File: src/rtl/dual_channel_frame_peak_stats_core_defines.svh
// Assertion macros for the dual-channel frame peak statistics core.
`ifndef DUAL_CHANNEL_FRAME_PEAK_STATS_CORE_DEFINES_SVH
`define DUAL_CHANNEL_FRAME_PEAK_STATS_CORE_DEFINES_SVH

`ifndef NO_ASSERTIONS
`define DCFPS_ASSERT_NEXT(label, ante, cons, msg) \
    label: assert property (@(posedge clk) disable iff (!rst_n) (ante) |=> (cons)) \
        else $error(msg);
`define DCFPS_ASSERT_NOW(label, ante, cons, msg) \
    label: assert property (@(posedge clk) disable iff (!rst_n) (ante) |-> (cons)) \
        else $error(msg);
`else
`define DCFPS_ASSERT_NEXT(label, ante, cons, msg)
`define DCFPS_ASSERT_NOW(label, ante, cons, msg)
`endif

`endif

File: src/rtl/dcfps_pkg.sv
// Shared constants and types for the dual-channel frame peak statistics core.
package dcfps_pkg;

    localparam int SAMPLE_BITS_DEF = 12;
    localparam int WEIGHT_BITS     = 9;
    localparam int FRAC_BITS       = 8;
    localparam logic [WEIGHT_BITS-1:0] WEIGHT_ONE   = 9'd256;
    localparam logic [WEIGHT_BITS-1:0] WEIGHT_RESET = 9'd128;

    typedef struct packed {
        logic take;
        logic last;
        logic fire;
    } lane_ctl_t;

endpackage

File: src/rtl/dcfps_if.sv
// Stream and configuration interfaces of the dual-channel frame peak statistics core.
interface dcfps_in_if #(parameter int SAMPLE_BITS = dcfps_pkg::SAMPLE_BITS_DEF);
    logic                   valid;
    logic                   ready;
    logic [SAMPLE_BITS-1:0] sample_a;
    logic [SAMPLE_BITS-1:0] sample_b;
    logic                   frame_end;

    modport source (output valid, output sample_a, output sample_b, output frame_end,
                    input ready);
    modport sink   (input valid, input sample_a, input sample_b, input frame_end,
                    output ready);
endinterface

interface dcfps_out_if #(parameter int SAMPLE_BITS = dcfps_pkg::SAMPLE_BITS_DEF);
    logic                   valid;
    logic                   ready;
    logic [SAMPLE_BITS-1:0] swing_a;
    logic [SAMPLE_BITS-1:0] swing_b;
    logic [SAMPLE_BITS-1:0] midpoint_a;
    logic [SAMPLE_BITS-1:0] midpoint_b;

    modport source (output valid, output swing_a, output swing_b, output midpoint_a,
                    output midpoint_b, input ready);
    modport sink   (input valid, input swing_a, input swing_b, input midpoint_a,
                    input midpoint_b, output ready);
endinterface

interface dcfps_cfg_if;
    logic                               valid;
    logic                               ready;
    logic [dcfps_pkg::WEIGHT_BITS-1:0]  filter_weight;

    modport source (output valid, output filter_weight, input ready);
    modport sink   (input valid, input filter_weight, output ready);
endinterface

File: src/rtl/dcfps_tracker.sv
// Per-channel running max/min tracker with frame-end capture register.
module dcfps_tracker #(
    parameter int SAMPLE_BITS = dcfps_pkg::SAMPLE_BITS_DEF
) (
    input  logic                   clk,
    input  logic                   rst_n,
    input  dcfps_pkg::lane_ctl_t   ctl,
    input  logic [SAMPLE_BITS-1:0] sample,
    output logic [SAMPLE_BITS-1:0] frame_hi,
    output logic [SAMPLE_BITS-1:0] frame_lo
);

    logic [SAMPLE_BITS-1:0] hi_reg;
    logic [SAMPLE_BITS-1:0] lo_reg;
    logic [SAMPLE_BITS-1:0] hi_next;
    logic [SAMPLE_BITS-1:0] lo_next;
    logic [SAMPLE_BITS-1:0] frame_hi_reg;
    logic [SAMPLE_BITS-1:0] frame_lo_reg;

    always_comb
    begin
        hi_next = (sample > hi_reg) ? sample : hi_reg;
        lo_next = (sample < lo_reg) ? sample : lo_reg;
    end

    always_ff @(posedge clk or negedge rst_n)
    begin
        if (!rst_n)
        begin
            hi_reg <= '0;
            lo_reg <= '1;
        end
        else if (ctl.take)
        begin
            if (ctl.last)
            begin
                hi_reg <= '0;
                lo_reg <= '1;
            end
            else
            begin
                hi_reg <= hi_next;
                lo_reg <= lo_next;
            end
        end
    end

    always_ff @(posedge clk)
    begin
        if (ctl.take && ctl.last)
        begin
            frame_hi_reg <= hi_next;
            frame_lo_reg <= lo_next;
        end
    end

    assign frame_hi = frame_hi_reg;
    assign frame_lo = frame_lo_reg;

endmodule

File: src/rtl/dcfps_smoother.sv
// Per-channel swing low-pass filter and midrange computation.
module dcfps_smoother #(
    parameter int SAMPLE_BITS = dcfps_pkg::SAMPLE_BITS_DEF
) (
    input  logic                              clk,
    input  logic                              rst_n,
    input  dcfps_pkg::lane_ctl_t              ctl,
    input  logic [dcfps_pkg::WEIGHT_BITS-1:0] weight,
    input  logic [SAMPLE_BITS-1:0]            frame_hi,
    input  logic [SAMPLE_BITS-1:0]            frame_lo,
    output logic [SAMPLE_BITS-1:0]            swing,
    output logic [SAMPLE_BITS-1:0]            midpoint
);

    localparam int AccBits = SAMPLE_BITS + dcfps_pkg::WEIGHT_BITS;

    logic [SAMPLE_BITS-1:0]            smooth_reg;
    logic [SAMPLE_BITS-1:0]            raw;
    logic [dcfps_pkg::WEIGHT_BITS-1:0] weight_inv;
    logic [AccBits-1:0]                acc;
    logic [SAMPLE_BITS:0]              mid_sum;

    always_comb
    begin
        raw        = (frame_hi >= frame_lo) ? (frame_hi - frame_lo) : '0;
        weight_inv = dcfps_pkg::WEIGHT_ONE - weight;
        acc        = AccBits'(weight) * AccBits'(raw)
                   + AccBits'(weight_inv) * AccBits'(smooth_reg);
        swing      = acc[dcfps_pkg::FRAC_BITS +: SAMPLE_BITS];
        mid_sum    = {1'b0, frame_hi} + {1'b0, frame_lo};
        midpoint   = mid_sum[SAMPLE_BITS:1];
    end

    always_ff @(posedge clk or negedge rst_n)
    begin
        if (!rst_n)
        begin
            smooth_reg <= '0;
        end
        else if (ctl.fire)
        begin
            smooth_reg <= swing;
        end
    end

endmodule

File: src/rtl/dual_channel_frame_peak_stats_core.sv
// Top level of the dual-channel frame peak statistics core.
// Takes one sample-pair word per clock. Each channel has its own tracker and
// smoother lane; a frame-end word is captured into the frame register at the
// edge that accepts it, and both lanes' filtered swing and midrange are then
// merged into the output register once that register is empty or being read.
// Input words keep flowing at one per cycle unless a result waits in the
// output register while another frame result is also pending. Weight writes
// above 256 act as 256.
`include "dual_channel_frame_peak_stats_core_defines.svh"

module dual_channel_frame_peak_stats_core #(
    parameter int SAMPLE_BITS = dcfps_pkg::SAMPLE_BITS_DEF
) (
    input  logic          clk,
    input  logic          rst_n,
    dcfps_in_if.sink      in,
    dcfps_out_if.source   out,
    dcfps_cfg_if.sink     cfg
);

    logic [dcfps_pkg::WEIGHT_BITS-1:0] weight_reg;
    logic [dcfps_pkg::WEIGHT_BITS-1:0] weight_sat;
    logic                              frame_valid_reg;
    logic                              out_valid_reg;
    logic [SAMPLE_BITS-1:0]            swing_a_reg;
    logic [SAMPLE_BITS-1:0]            swing_b_reg;
    logic [SAMPLE_BITS-1:0]            mid_a_reg;
    logic [SAMPLE_BITS-1:0]            mid_b_reg;
    dcfps_pkg::lane_ctl_t              ctl;
    logic [SAMPLE_BITS-1:0]            hi_a;
    logic [SAMPLE_BITS-1:0]            lo_a;
    logic [SAMPLE_BITS-1:0]            hi_b;
    logic [SAMPLE_BITS-1:0]            lo_b;
    logic [SAMPLE_BITS-1:0]            swing_a;
    logic [SAMPLE_BITS-1:0]            swing_b;
    logic [SAMPLE_BITS-1:0]            mid_a;
    logic [SAMPLE_BITS-1:0]            mid_b;

    always_comb
    begin
        ctl.fire   = frame_valid_reg && (!out_valid_reg || out.ready);
        in.ready   = !frame_valid_reg || ctl.fire;
        ctl.take   = in.valid && in.ready;
        ctl.last   = in.frame_end;
        cfg.ready  = 1'b1;
        weight_sat = (weight_reg > dcfps_pkg::WEIGHT_ONE) ? dcfps_pkg::WEIGHT_ONE
                                                          : weight_reg;
    end

    always_ff @(posedge clk or negedge rst_n)
    begin
        if (!rst_n)
        begin
            weight_reg <= dcfps_pkg::WEIGHT_RESET;
        end
        else if (cfg.valid)
        begin
            weight_reg <= cfg.filter_weight;
        end
    end

    dcfps_tracker #(.SAMPLE_BITS(SAMPLE_BITS)) u_track_a (
        .clk(clk), .rst_n(rst_n), .ctl(ctl), .sample(in.sample_a),
        .frame_hi(hi_a), .frame_lo(lo_a)
    );

    dcfps_tracker #(.SAMPLE_BITS(SAMPLE_BITS)) u_track_b (
        .clk(clk), .rst_n(rst_n), .ctl(ctl), .sample(in.sample_b),
        .frame_hi(hi_b), .frame_lo(lo_b)
    );

    dcfps_smoother #(.SAMPLE_BITS(SAMPLE_BITS)) u_smooth_a (
        .clk(clk), .rst_n(rst_n), .ctl(ctl), .weight(weight_sat),
        .frame_hi(hi_a), .frame_lo(lo_a), .swing(swing_a), .midpoint(mid_a)
    );

    dcfps_smoother #(.SAMPLE_BITS(SAMPLE_BITS)) u_smooth_b (
        .clk(clk), .rst_n(rst_n), .ctl(ctl), .weight(weight_sat),
        .frame_hi(hi_b), .frame_lo(lo_b), .swing(swing_b), .midpoint(mid_b)
    );

    // frame register and output word valid
    always_ff @(posedge clk or negedge rst_n)
    begin
        if (!rst_n)
        begin
            frame_valid_reg <= 1'b0;
            out_valid_reg   <= 1'b0;
        end
        else
        begin
            if (ctl.take && ctl.last)
            begin
                frame_valid_reg <= 1'b1;
            end
            else if (ctl.fire)
            begin
                frame_valid_reg <= 1'b0;
            end

            if (ctl.fire)
            begin
                out_valid_reg <= 1'b1;
            end
            else if (out.ready)
            begin
                out_valid_reg <= 1'b0;
            end
        end
    end

    // merge lanes into the output word
    always_ff @(posedge clk)
    begin
        if (ctl.fire)
        begin
            swing_a_reg <= swing_a;
            swing_b_reg <= swing_b;
            mid_a_reg   <= mid_a;
            mid_b_reg   <= mid_b;
        end
    end

    assign out.valid      = out_valid_reg;
    assign out.swing_a    = swing_a_reg;
    assign out.swing_b    = swing_b_reg;
    assign out.midpoint_a = mid_a_reg;
    assign out.midpoint_b = mid_b_reg;

    `DCFPS_ASSERT_NEXT(a_frame_held, frame_valid_reg && !ctl.fire, frame_valid_reg, "frame result dropped")
    `DCFPS_ASSERT_NEXT(a_frame_loaded, ctl.take && ctl.last, frame_valid_reg, "frame end not captured")
    `DCFPS_ASSERT_NEXT(a_fire_out, ctl.fire, out_valid_reg, "merged word not presented")
    `DCFPS_ASSERT_NOW(a_no_overwrite, ctl.fire, !out_valid_reg || out.ready, "output word overwritten")

endmodule

File: src/flat_wrapper.sv
// flat-port wrapper written by rule: the top's interface ports become plain ports
module dual_channel_frame_peak_stats_core_flat 
#(
    parameter int SAMPLE_BITS = dcfps_pkg::SAMPLE_BITS_DEF
)
  (clk, rst_n, in_valid, in_sample_a, in_sample_b, in_frame_end, in_ready, out_valid, out_swing_a, out_swing_b, out_midpoint_a, out_midpoint_b, out_ready, cfg_valid, cfg_filter_weight, cfg_ready);
  dcfps_in_if #(.SAMPLE_BITS(SAMPLE_BITS)) in_i ();
  dcfps_out_if #(.SAMPLE_BITS(SAMPLE_BITS)) out_i ();
  dcfps_cfg_if cfg_i ();
  input  logic clk;
  input  logic rst_n;
  input wire logic [$bits(in_i.valid)-1:0] in_valid;
  input wire logic [$bits(in_i.sample_a)-1:0] in_sample_a;
  input wire logic [$bits(in_i.sample_b)-1:0] in_sample_b;
  input wire logic [$bits(in_i.frame_end)-1:0] in_frame_end;
  output wire logic [$bits(in_i.ready)-1:0] in_ready;
  output wire logic [$bits(out_i.valid)-1:0] out_valid;
  output wire logic [$bits(out_i.swing_a)-1:0] out_swing_a;
  output wire logic [$bits(out_i.swing_b)-1:0] out_swing_b;
  output wire logic [$bits(out_i.midpoint_a)-1:0] out_midpoint_a;
  output wire logic [$bits(out_i.midpoint_b)-1:0] out_midpoint_b;
  input wire logic [$bits(out_i.ready)-1:0] out_ready;
  input wire logic [$bits(cfg_i.valid)-1:0] cfg_valid;
  input wire logic [$bits(cfg_i.filter_weight)-1:0] cfg_filter_weight;
  output wire logic [$bits(cfg_i.ready)-1:0] cfg_ready;
  assign in_i.valid = in_valid;
  assign in_i.sample_a = in_sample_a;
  assign in_i.sample_b = in_sample_b;
  assign in_i.frame_end = in_frame_end;
  assign in_ready = in_i.ready;
  assign out_valid = out_i.valid;
  assign out_swing_a = out_i.swing_a;
  assign out_swing_b = out_i.swing_b;
  assign out_midpoint_a = out_i.midpoint_a;
  assign out_midpoint_b = out_i.midpoint_b;
  assign out_i.ready = out_ready;
  assign cfg_i.valid = cfg_valid;
  assign cfg_i.filter_weight = cfg_filter_weight;
  assign cfg_ready = cfg_i.ready;
  dual_channel_frame_peak_stats_core #(.SAMPLE_BITS(SAMPLE_BITS)) u_core (.clk(clk), .rst_n(rst_n), .in(in_i), .out(out_i), .cfg(cfg_i));
endmodule
File: config.mk
export PLATFORM = sky130hd
export DESIGN_NAME = dual_channel_frame_peak_stats_core_flat
export DESIGN_NICKNAME = d
export VERILOG_FILES = /design/src/rtl/dcfps_pkg.sv /design/src/rtl/dcfps_if.sv /design/src/rtl/dcfps_tracker.sv /design/src/rtl/dcfps_smoother.sv /design/src/rtl/dual_channel_frame_peak_stats_core.sv /design/src/flat_wrapper.sv
export VERILOG_INCLUDE_DIRS = /design/src /design/src/rtl
export SDC_FILE = /design/constraint.sdc
export NUM_CORES = 1
export LEC_CHECK = 0
export ABC_AREA = 1
export BUFFER_PORTS_ARGS = -buffer_cell sky130_fd_sc_hd__buf_2
export CORE_MARGIN = 2
export CORE_UTILIZATION = 35
export CTS_CLUSTER_SIZE = 25
export DETAILED_ROUTE_END_ITERATION = 10
export PLACE_DENSITY = 0.47
export RECOVER_POWER = 50
export SLEW_MARGIN = 20
export SYNTH_ARGS = -nofsm -noshare
export SYNTH_HDL_FRONTEND = slang
export SYNTH_SLANG_ARGS = --single-unit
export TNS_END_PERCENT = 30
File: constraint.sdc
create_clock -name clk -period 8.48 [get_ports clk]
set_input_delay 0 -clock clk [delete_from_list [all_inputs] [get_ports clk]]
set_output_delay 0 -clock clk [all_outputs]
set_load 0.01 [all_outputs]
==> results of run 1 <==
==> critical path, delay by kind of cell (launching register included) <==
kind | cells | cell delay, ns
simple gates | 16 | 2.65
buf+inv | 7 | 0.79
flops | 1 | 0.43
fa+ha+maj | 9 | 3.72
==> metrics by stage <==
step	area (um2)	instances	utilization
2_1_floorplan	24000	2828	-
3_3_place_gp	25300	3735	0.374
3_5_place_dp	25300	3735	0.374
4_1_cts	26400	3822	0.391
5_1_grt	26300	3823	0.390
6_report	26300	3824	0.390
==> Yosys cell counts, types with 3 or more instances <==
library cell,n,area (um2)
o21ai_2,5,43.8
edfxtp_1,96,2880
nand3_1,51,255
dfrtp_1,58,1450
xor2_2,8,130
nor2_2,3,18.8
buf_4,7,52.6
clkbuf_1,46,173
fa_1,342,6850
o21bai_1,5,37.5
inv_2,12,45.0
a21oi_1,97,485
a21boi_1,3,22.5
buf_2,4,20.0
nand4_1,19,119
xnor2_1,8,70.1
nor3_1,16,80.1
nor3_2,6,60.1
nor2_4,4,45.0
a31o_2,3,26.3
ha_1,227,2840
inv_1,730,2740
xor2_1,36,315
buf_6,6,67.6
nand2_2,22,138
nor2_1,242,908
o22ai_1,48,300
o21ai_0,92,460
nand2_1,516,1940
nand3_2,5,50.1
or2_2,8,50.1
dfstp_2,25,657
nand2_4,4,45.0
o21ai_1,8,40.0
o31ai_1,7,52.6
a21o_1,4,30.0
and2_1,8,50.1
a31oi_1,6,37.5
buf_1,5,18.8
o2111ai_1,5,43.8
==> final cells by class <==
cell class	instances	area, um2
fill	6928	41200
tap	873	1090
timing repair buffer	160	1030
antenna	2	5.00
clock inverter	14	151
sequential	179	4990
multi-input combinational	1832	15800
clock buffer	18	439
inverter	746	2810
==> placed cells by master, fill, tap and decap left out, drive strengths merged, types with 2 or more instances in the layout <==
| cell | instances |
|---|---|
| inv | 752 |
| nand2 | 543 |
| fa | 342 |
| nor2 | 249 |
| ha | 227 |
| o21ai | 105 |
| a21oi | 99 |
| edfxtp | 96 |
| clkbuf | 78 |
| dfrtp | 58 |
| nand3 | 58 |
| dlygate4sd3 | 54 |
| o22ai | 48 |
| buf | 46 |
| xor2 | 44 |
| dfstp | 25 |
| nor3 | 22 |
| nand4 | 20 |
| or2 | 8 |
| xnor2 | 8 |
| and2 | 8 |
| a31oi | 8 |
| o31ai | 7 |
| clkinv | 7 |
| o21bai | 5 |
| o2111ai | 5 |
| a21o | 5 |
| a21boi | 5 |
| a31o | 3 |
| diode | 2 |
| nor4 | 2 |
| o21a | 2 |
| o211ai | 2 |
| mux2 | 2 |
| nand3b | 2 |
==> how the worst max path moves through the flow <==
stage	start	endpoint	slack, ns	depth (start not counted)
finish	u_core.u_track_a.frame_lo[0]	u_core.out.swing_a[9]	0.65	32
global route	u_core.u_track_a.frame_lo[5]	u_core.u_smooth_a.smooth_reg[11]	0.14	34
CTS	u_core.u_track_a.frame_hi[4]	u_core.out.swing_a[11]	0.65	29
detailed placement	u_core.u_track_a.frame_hi[5]	u_core.out.swing_a[11]	0.70	31
global placement	u_core.u_track_a.frame_hi[4]	u_core.out.swing_a[11]	0.72	29
floorplan	u_core.weight_reg[8]	u_core.out.swing_b[8]	1.89	31
==> routing by layer <==
metal	part of all wire	up-vias
met5	0	-
met4	0.017	0
met3	0.045	62
met2	0.45	428
met1	0.49	8941
li1	-	8755
==> kinds of logic after synthesis <==
group                    synth area share
AND/OR/NAND/NOR                     0.161
XOR/XNOR                           0.0215
other                            0.000156
flip-flops                          0.208
multiplexers                     0.000939
AO/OA/AOI/OAI                      0.0714
buffers and inverters               0.133
adder cells (fa/ha/maj)             0.404
==> results.md, run 1 <==
- The run finished, with violations left.
- The count of buffers added on input and output ports is a little under 90.
- The setup slack of the worst register-to-register path is around 0.65 ns.
- The weighted congestion at the end of routability-driven global placement is just over 0.9.
- The proportion of layout cells with a drive suffix above 1 is 0.0671.
- At the worst endpoint, the arrival time is between 8 and 9 ns.
- The leftover overflow at the end of global routing is 0.
- The max-slew violation count is 112.
- In the synthesized netlist the async set-or-reset flop fraction comes to 0.464.
- After detailed routing, the number of remaining DRC violations is 0.
- The total via count in the routed design is between 15000 and 20000.
- For this run, the number of Yosys warnings is 0.
- Clock-pin slew was measured on the worst setup and hold paths at around 0.080 ns.
- The slew at the pin closest to its max-slew limit is just under 4 ns.
- The final number of hold-violating endpoints is 0.
- In this run the mean area of a mapped cell was between 8 and 9 um2.
- The number of iterations in the first detailed-routing pass is 5.
- The area enclosed by the die boundary is between 70000 and 80000 um2.
- Setup violations remaining at the end of the flow were counted as 0.
- The clock latency reported for the late side of the worst-skew pair is around 0.50 ns.
- Headroom to the max-slew limit came out at -1.58.
- In this run the critical register-to-register path is launched from u_core.u_track_a.frame_lo[0].
- After floorplanning, the core was divided into 95 placement rows.
- Dividing the detail-routed wire length by the instance count gives ~18 um.
- The slowest stage cell on the critical path is nor3_1.
- Detailed placement finished with a half-perimeter wire length of ~56000 um.
- The global-route met1 utilization is 0.288.
- The TritonCTS clock tree is done.
- For met3 alone, demand over resource in global routing was 0.0246.
- The worst setup path is of the reg2reg kind.
- The first global-routing pass estimated 107000 um of wire.
- For this block, the routed nets add up to between 60000 and 70000 um of wire.
- Counting flops and latches in the post-synthesis netlist gives roughly 180.
- In the finished design, the share of the clock period the worst path needs comes to 0.923.
- Setup repair after global routing left no endpoint under its margin.
- The clock tree root buffer cell is clkbuf_16.
- The detail route stage leaves a number of antenna-violating nets equal to 0.
- The average via count per standard cell is between 4 and 5.
- The checks that failed: max-capacitance violations, max-slew violations.
- OpenSTA, run right after detailed placement, puts the worst setup slack at between 0.7 and 0.8 ns.
- The worst clock skew on the final layout is 0.0338 ns.
- The worst hold slack across all endpoints is 0.321 ns.
- The launching element type of the critical path is a register.
- The area of the mapped netlist is 24000 um2.
- Entering global routing, the biggest net connects 65 pins.
- The commonest register cell after synthesis is edfxtp_1.
- The endpoint identified for the worst register-to-register timing path is u_core.out.swing_a[9].
- The peak-usage layer in the global routing report is met2.
- The number of global-route vias before repair came to 18900.
- The worst path in the final design needs a cycle of just under 8 ns, including I/O delays and setup.
- The net count after synthesis is around 3400.
- The number of cells on the worst reg-to-reg path is 32.
- The total core area is roughly 68000 um2.
- The floorplan step set the die width to 266 um.
- The cell depth of the worst hold path is 5.
- The number of CTS-inserted buffers is 17.
- STA puts the critical path data required time at 8.71 ns.
- The upper clock frequency limit is roughly 0.13 GHz.
- The top-level I/O count is 90.
- For met2 alone, demand over resource in global routing was 0.309.
- For this configuration, the core starts out at a cell density of 0.355.
- The buffer count from post-CTS setup fixing is 0.
- The die is ~270 um tall.
- The worst hold path begins at out_ready.
- In this run, the number of DRC markers left after iteration 0 of detailed routing was between 900 and 1000.
- In the post-route analysis, the smallest setup slack over all paths is 0.650 ns.
- The share of the Yosys chip area taken by registers is 0.208.
- The number of clock sinks is 179.
- The number of antenna violations at the first check in global routing is 1.
- The overall global routing resource usage is 0.197.
- In the synthesized netlist, the number of instances is ~2800.
- Of all nets on the critical path, the largest fanout is 14.
- The number of instances resized during post-cts repair is 0.
- In this run, synthesis inferred 96 flip-flops with an integrated enable.
- The maximum level of the CTS H-tree is 4.
- The growth of design area from synthesis to finish is 9.87%.
- The endpoint with the worst hold slack is u_core.out.valid.
- The number of distinct library cells after synthesis is 61.
- The number of hold buffers added after CTS was 55.
- On the worst path, the slowest cell contributes a delay of between 0.6 and 0.7 ns.
- The tightest min-delay check is of the in2reg type.
- The clock passes through at most 2 buffers.
- The number of max-cap violations is 2.
- The final layout contains around 3500 nets.
- The accumulated negative setup slack is 0 ns.
- The worst setup path is captured at a register.
Power of run 1 is not shown: default switching activity piles up to over one toggle a cycle in this logic, so the estimate is an artifact.
==> run 2: changes to the inputs <==
==> constraint.sdc (replaced) <==
create_clock -name clk -period 8.48 [get_ports clk]
set_input_delay 0 -clock clk [delete_from_list [all_inputs] [get_ports clk]]
set_output_delay 0 -clock clk [all_outputs]
set_load 0.005 [all_outputs]
==> results.md, run 2 (synthesis results as in run 1) <==
- Result of the run: finished, violations left (unchanged).
- Failing checks: max-capacitance violations, max-slew violations (unchanged).
- The number of clock sinks is 179 (unchanged).
- The number of global-route vias before repair is 18900 (unchanged).
- The accumulated negative setup slack is 0 ns (unchanged).
- The total via count in the routed design came to 18200 (about the same).
- The setup slack of the worst register-to-register path is 0.66 ns (was 0.65 ns).
- The total core area was 67500 um2 (unchanged).
- The weighted congestion at the end of routability-driven global placement is 0.929 (unchanged).
- The length of routed met3 wiring is 3250 um (was 3030 um).
- The most common cell after layout, fill and taps aside was inv_1 (unchanged).
- The number of rows in the core area is 95 (unchanged).
- The number of instances resized during post-cts repair is 0 (unchanged).
- The TritonCTS clock tree is done (unchanged).
- The pre-CTS setup slack is 0.703 ns (unchanged).
- The critical path class was reg2reg (unchanged).
- The growth of design area from synthesis to finish came to 9.94% (was 9.87%).
- The highest metal layer with signal wires was met4 (unchanged).
- The number of buffers on the longest clock path came to 2 (unchanged).
- The area enclosed by the die boundary is 70600 um2 (unchanged).
- The clock-pin slew reported for the worst setup and hold paths after clock tree synthesis is 0.08 ns (about the same).
- The number of max-cap violations is 2 (unchanged).
- The wire length per cell after detailed routing is 17.5 um (about the same).
- The max-slew violation count is 112 (unchanged).
- The post-layout utilization of the core came to 0.390 (about the same).
- The arrival time at the worst endpoint was 8.05 ns (was 8.06 ns).
- The maximum cell stage delay along the critical path was 0.64 ns (about the same).
- The launching element type of the critical path is a register (unchanged).
- The largest driver fanout on the critical path came to 14 (unchanged).
- The shortest period the worst path allows is 7.82 ns (was 7.83 ns).
- Most frequent cells in the layout: inv_1, nand2_1, fa_1 (unchanged).
- The placed wire-length estimate after detailed placement is 55800 um (unchanged).
- The final number of hold-violating endpoints was 0 (unchanged).
- The number of nets with antenna violations after routing is 0 (unchanged).
- The worst slew margin relative to its limit is -1.58 (about the same).
- Unrepaired setup endpoints after global routing: false (unchanged).
- The top-level I/O count came to 90 (unchanged).
- The count of port buffers added during placement came to 88 (unchanged).
- The slack of the critical path was 0.660 ns (was 0.650 ns).
- The maximum level of the CTS H-tree is 4 (unchanged).
- The upper clock frequency limit is 0.128 GHz (about the same).
- The number of iterations in the first detailed-routing pass is 5 (unchanged).
- The effective utilization at floorplan is 0.355 (unchanged).
- The proportion of layout cells with a drive suffix above 1 is 0.0715 (was 0.0671).
- The clock tree root buffer cell is clkbuf_16 (unchanged).
- The chip width came to 266 um (unchanged).
- The number of antenna violations at the first check in global routing is 1 (unchanged).
- The total wirelength of the detailed-routed design came to 67100 um (about the same).
- The non-filler instance count after layout is 3824 (unchanged).
- The wire length on met1 is 32700 um (was 32900 um).
- The final number of setup-violating endpoints is 0 (unchanged).
- The number of CTS-inserted buffers is 17 (unchanged).
- The overall global routing resource usage is 0.197 (unchanged).
- The slowest stage cell on the critical path is nor3_1 (unchanged).
- The average via count per standard cell is 4.75 (was 4.76).
- The total number of nets in the final design came to 3544 (unchanged).
- The clock latency reported for the late side of the worst-skew pair came to 0.51 ns (was 0.50 ns).
- The slew at the pin closest to its max-slew limit was 3.86 ns (was 3.87 ns).
- The fill cell total of the finished layout is 6929 (was 6928).
- The share of the cycle needed by the critical path after routing was 0.922 (was 0.923).
- The kind of path behind the tightest hold check is in2reg (unchanged).
- The critical path required time is 8.71 ns (about the same).
- The wire length of the first global-routing pass is 107000 um (unchanged).
- The pin count of the biggest net entering global routing is 65 (unchanged).
- The instance count after placement with tap cells included is 3735 (unchanged).
- The worst clock skew on the final layout was 0.0337 ns (was 0.0338 ns).
- The detailed router's first-iteration violation count is 966 (was 956).
- The leftover overflow at the end of global routing is 0 (unchanged).
- The routed length on met2 was 29800 um (was 30000 um).
- The sort of element at the end of the critical path is a register (unchanged).
- The DRC violation count after routing is 0 (unchanged).
- The height of the chip is 266 um (unchanged).
## run 2: cell count changes in the layout (fill, tap and decap cells not counted), sizes merged
| cell | before | now |
|---|---|---|
| clkbuf | 78 | 65 |
| buf | 46 | 59 |
## run 2: repair_timing
action / CTS / global route
buffers inserted: 0 / 0
hold endpoints to repair: 124 / 0
hold buffers: 55 / 0
## run 2: routing by layer
metal	global-route usage	up-vias
met5	0	-
met4	0.0475	0
met3	0.0246	72
met2	0.309	428
met1	0.288	8913
li1	-	8752
## run 2: cell type report
| cell class | count | area, um2 | area share |
|---|---|---|---|
| Inverter | 746 | 2810 | 0.107 |
| Timing Repair Buffer | 160 | 1050 | 0.0398 |
| Clock buffer | 18 | 439 | 0.0167 |
| Multi-Input combinational cell | 1832 | 15800 | 0.600 |
| Sequential cell | 179 | 4990 | 0.189 |
| Antenna cell | 2 | 5.00 | 0.000190 |
| Clock inverter | 14 | 151 | 0.00574 |
| Tap cell | 873 | 1090 | 0.0414 |
## run 2: per-stage QoR
step	hold WS [ns]	cell area (um2)
final	0.325	26400
after global routing	0.376	26400
after CTS	0.283	26400
after detailed placement	-0.0553	25300
after global placement	-0.0532	25300
after floorplan	-0.296	24000
## run 2: final timing paths
| check | startpoint | depth (start not counted) | to |
|---|---|---|---|
| max reg2reg | u_core.u_track_a.frame_lo[0] | 32 | u_core.out.swing_a[9] |
| min | out_ready | 5 | u_core.out.valid |
| min in group asynchronous | rst_n | 4 | u_core.u_smooth_b.smooth_reg[3] |
| min reg2reg | u_core.out.valid | 2 | u_core.out.valid |
| max | u_core.u_track_a.frame_lo[0] | 32 | u_core.out.swing_a[9] |
| max in group asynchronous | rst_n | 4 | u_core.u_track_a.hi_reg[7] |
## run 2: critical path: cells and delay by family, from the launching register on
| kind | cells | cell delay (ns) |
|---|---|---|
| fa+ha+maj | 9 | 3.72 |
| simple gates | 16 | 2.63 |
| buf+inv | 7 | 0.79 |
| flops | 1 | 0.43 |
Power of run 2 is left out for the same reason.
==> run 3: changes to the inputs <==
--- a/config.mk
+++ b/config.mk
@@ -10,6 +10,7 @@
 export BUFFER_PORTS_ARGS = -buffer_cell sky130_fd_sc_hd__buf_2
 export CORE_MARGIN = 2
 export CORE_UTILIZATION = 35
+export CTS_BUF_LIST = sky130_fd_sc_hd__clkbuf_8
 export CTS_CLUSTER_SIZE = 25
 export DETAILED_ROUTE_END_ITERATION = 10
 export PLACE_DENSITY = 0.47
==> results.md, run 3 (synthesis results as in run 1) <==
- Result of the run: finished, violations left (unchanged).
- Failing checks: max-capacitance violations, max-slew violations (unchanged).
- The total via count in the routed design is 18200 (about the same).
- The number of rows in the core area is 95 (unchanged).
- Unrepaired setup endpoints after global routing: false (unchanged).
- The shortest period the worst path allows is 7.85 ns (was 7.82 ns).
- The number of cells on the worst reg-to-reg path is 31 (was 32).
- The launching element type of the critical path is a register (unchanged).
- The instance count after placement with tap cells included is 3735 (unchanged).
- The largest driver fanout on the critical path is 14 (unchanged).
- The clock tree root buffer cell is clkbuf_8 (was clkbuf_16).
- The destination of the worst register-to-register timing path was u_core.out.swing_a[11] (was u_core.out.swing_a[9]).
- The number of clock sinks is 179 (unchanged).
- The weighted congestion at the end of routability-driven global placement is 0.929 (unchanged).
- The clock-pin slew reported for the worst setup and hold paths after clock tree synthesis is 0.12 ns (was 0.08 ns).
- The arrival time at the worst endpoint was 8.15 ns (was 8.05 ns).
- The leftover overflow at the end of global routing came to 0 (unchanged).
- The kind of path behind the tightest hold check is in2reg (unchanged).
- Among the stages of the critical path, the cell type that occurs most often is inv_1.
- The chip width is 266 um (unchanged).
- The proportion of layout cells with a drive suffix above 1 is 0.0715 (unchanged).
- The capture point of the worst path is u_core.out.swing_a[11] (was u_core.out.swing_a[9]).
- The average via count per standard cell is 4.76 (was 4.75).
- The setup slack of the worst register-to-register path came to 0.63 ns (was 0.66 ns).
- The maximum level of the CTS H-tree is 4 (unchanged).
- The slack of the critical path is 0.630 ns (was 0.660 ns).
- The slew at the pin closest to its max-slew limit came to 3.86 ns (about the same).
- The clock latency reported for the late side of the worst-skew pair came to 0.59 ns (was 0.51 ns).
- The wire length per cell after detailed routing is 17.5 um (about the same).
- Most frequent cells in the layout: inv_1, nand2_1, fa_1 (unchanged).
- The number of global-route vias before repair is 18800 (was 18900).
- The area enclosed by the die boundary is 70600 um2 (unchanged).
- The critical path required time is 8.78 ns (was 8.71 ns).
- The DRC violation count after routing is 0 (unchanged).
- The number of iterations in the first detailed-routing pass is 5 (unchanged).
- The sort of element at the end of the critical path is a register (unchanged).
- The top-level I/O count came to 90 (unchanged).
- The area used by sequential logic in the layout is 4990 um2 (unchanged).
- The pre-CTS setup slack is 0.703 ns (unchanged).
- The cell depth of the worst hold path is 5 (unchanged).
- The effective utilization at floorplan is 0.355 (unchanged).
- The multi-input combinational cell area is 15800 um2 (unchanged).
- The reg-to-reg startpoint is u_core.u_track_a.frame_lo[0] (unchanged).
- The worst clock skew on the final layout is 0.0534 ns (was 0.0337 ns).
- The number of instances resized during post-cts repair is 0 (unchanged).
- The number of max-cap violations is 2 (unchanged).
- The growth of design area from synthesis to finish is 9.14% (was 9.94%).
- The share of the cycle needed by the critical path after routing is 0.926 (was 0.922).
- The overall global routing resource usage was 0.196 (was 0.197).
- The non-filler instance count after layout was 3824 (unchanged).
- The upper clock frequency limit was 0.127 GHz (was 0.128 GHz).
- The max-slew violation count is 112 (unchanged).
- The final number of setup-violating endpoints was 0 (unchanged).
- The fill cell total of the finished layout is 6957 (was 6929).
- The placed wire-length estimate after detailed placement is 55800 um (unchanged).
- The number of buffers on the longest clock path was 2 (unchanged).
- The worst setup path startpoint is u_core.u_track_a.frame_lo[0] (unchanged).
- The maximum cell stage delay along the critical path is 0.65 ns (was 0.64 ns).
- The total core area is 67500 um2 (unchanged).
- The number of antenna violations at the first check in global routing came to 1 (unchanged).
- The accumulated negative setup slack is 0 ns (unchanged).
- The slowest stage cell on the critical path is nor3_1 (unchanged).
- The detailed router's first-iteration violation count was 1034 (was 966).
- The worst slew margin relative to its limit came to -1.57 (was -1.58).
- The most common cell after layout, fill and taps aside is inv_1 (unchanged).
- The total number of nets in the final design is 3544 (unchanged).
- The TritonCTS clock tree is done (unchanged).
- The height of the chip is 266 um (unchanged).
- The critical path class is reg2reg (unchanged).
- The number of nets with antenna violations after routing is 0 (unchanged).
- The count of port buffers added during placement is 88 (unchanged).
- The final number of hold-violating endpoints was 0 (unchanged).
- The number of CTS-inserted buffers is 17 (unchanged).
- The wire length of the first global-routing pass is 106000 um (was 107000 um).
- The pin count of the biggest net entering global routing is 65 (unchanged).
- The total wirelength of the detailed-routed design came to 67000 um (was 67100 um).
-- run 3: cell types whose count changed in the layout (fill, tap and decap cells not counted) --
cell,previous run,this run
dfstp_1,0,1
clkbuf_8,1,18
buf_2,44,45
clkbuf_1,47,46
clkbuf_16,17,0
dfstp_2,25,24
-- run 3: metal layers --
layer | track usage | part of all wire | vias to the layer above
met1 | 0.287 | 0.49 | 8943
met5 | 0 | 0 | -
met2 | 0.309 | 0.45 | 441
li1 | - | - | 8745
met4 | 0.0471 | 0.018 | 0
met3 | 0.0243 | 0.048 | 64
-- run 3: critical path: cells and delay by family, from the launching register on --
family          cells  cell delay, ns
compound gates      1            0.24
flops               1            0.44
fa+ha+maj           9            3.72
simple gates       12            2.28
buf+inv             9            0.93
-- run 3: what timing repair did --
action                                 CTS  global route
hold buffers                            55             0
buffers inserted                         0             0
endpoints found under the hold margin  154             0
-- run 3: area by class of cell --
cell class,count,share of cell area
diodes,2,0.000191
clock buffers,18,0.00947
clock inverters,14,0.00579
inverters,746,0.108
multi-input cells,1832,0.604
flip-flops and latches,179,0.191
well taps,873,0.0417
repair buffers,160,0.0402
-- run 3: through the flow --
step                 util  hold slack (ns)  cell area [um2]
finish              0.388            0.244            26200
global route        0.387            0.279            26200
CTS                 0.389            0.170            26200
detailed placement  0.374          -0.0553            25300
global placement    0.374          -0.0532            25300
floorplan               -           -0.296            24000
-- run 3: how the worst min path moves through the flow --
| stage | from | to |
|---|---|---|
| floorplan | rst_n | u_core.frame_valid_reg |
| finish | out_ready | u_core.out.valid |
| global route | out_ready | u_core.out.valid |
| detailed placement | rst_n | u_core.u_smooth_b.smooth_reg[4] |
| global placement | rst_n | u_core.u_smooth_b.smooth_reg[3] |
| CTS | in_valid | u_core.u_track_a.frame_hi[3] |
Power of run 3 is left out for the same reason.
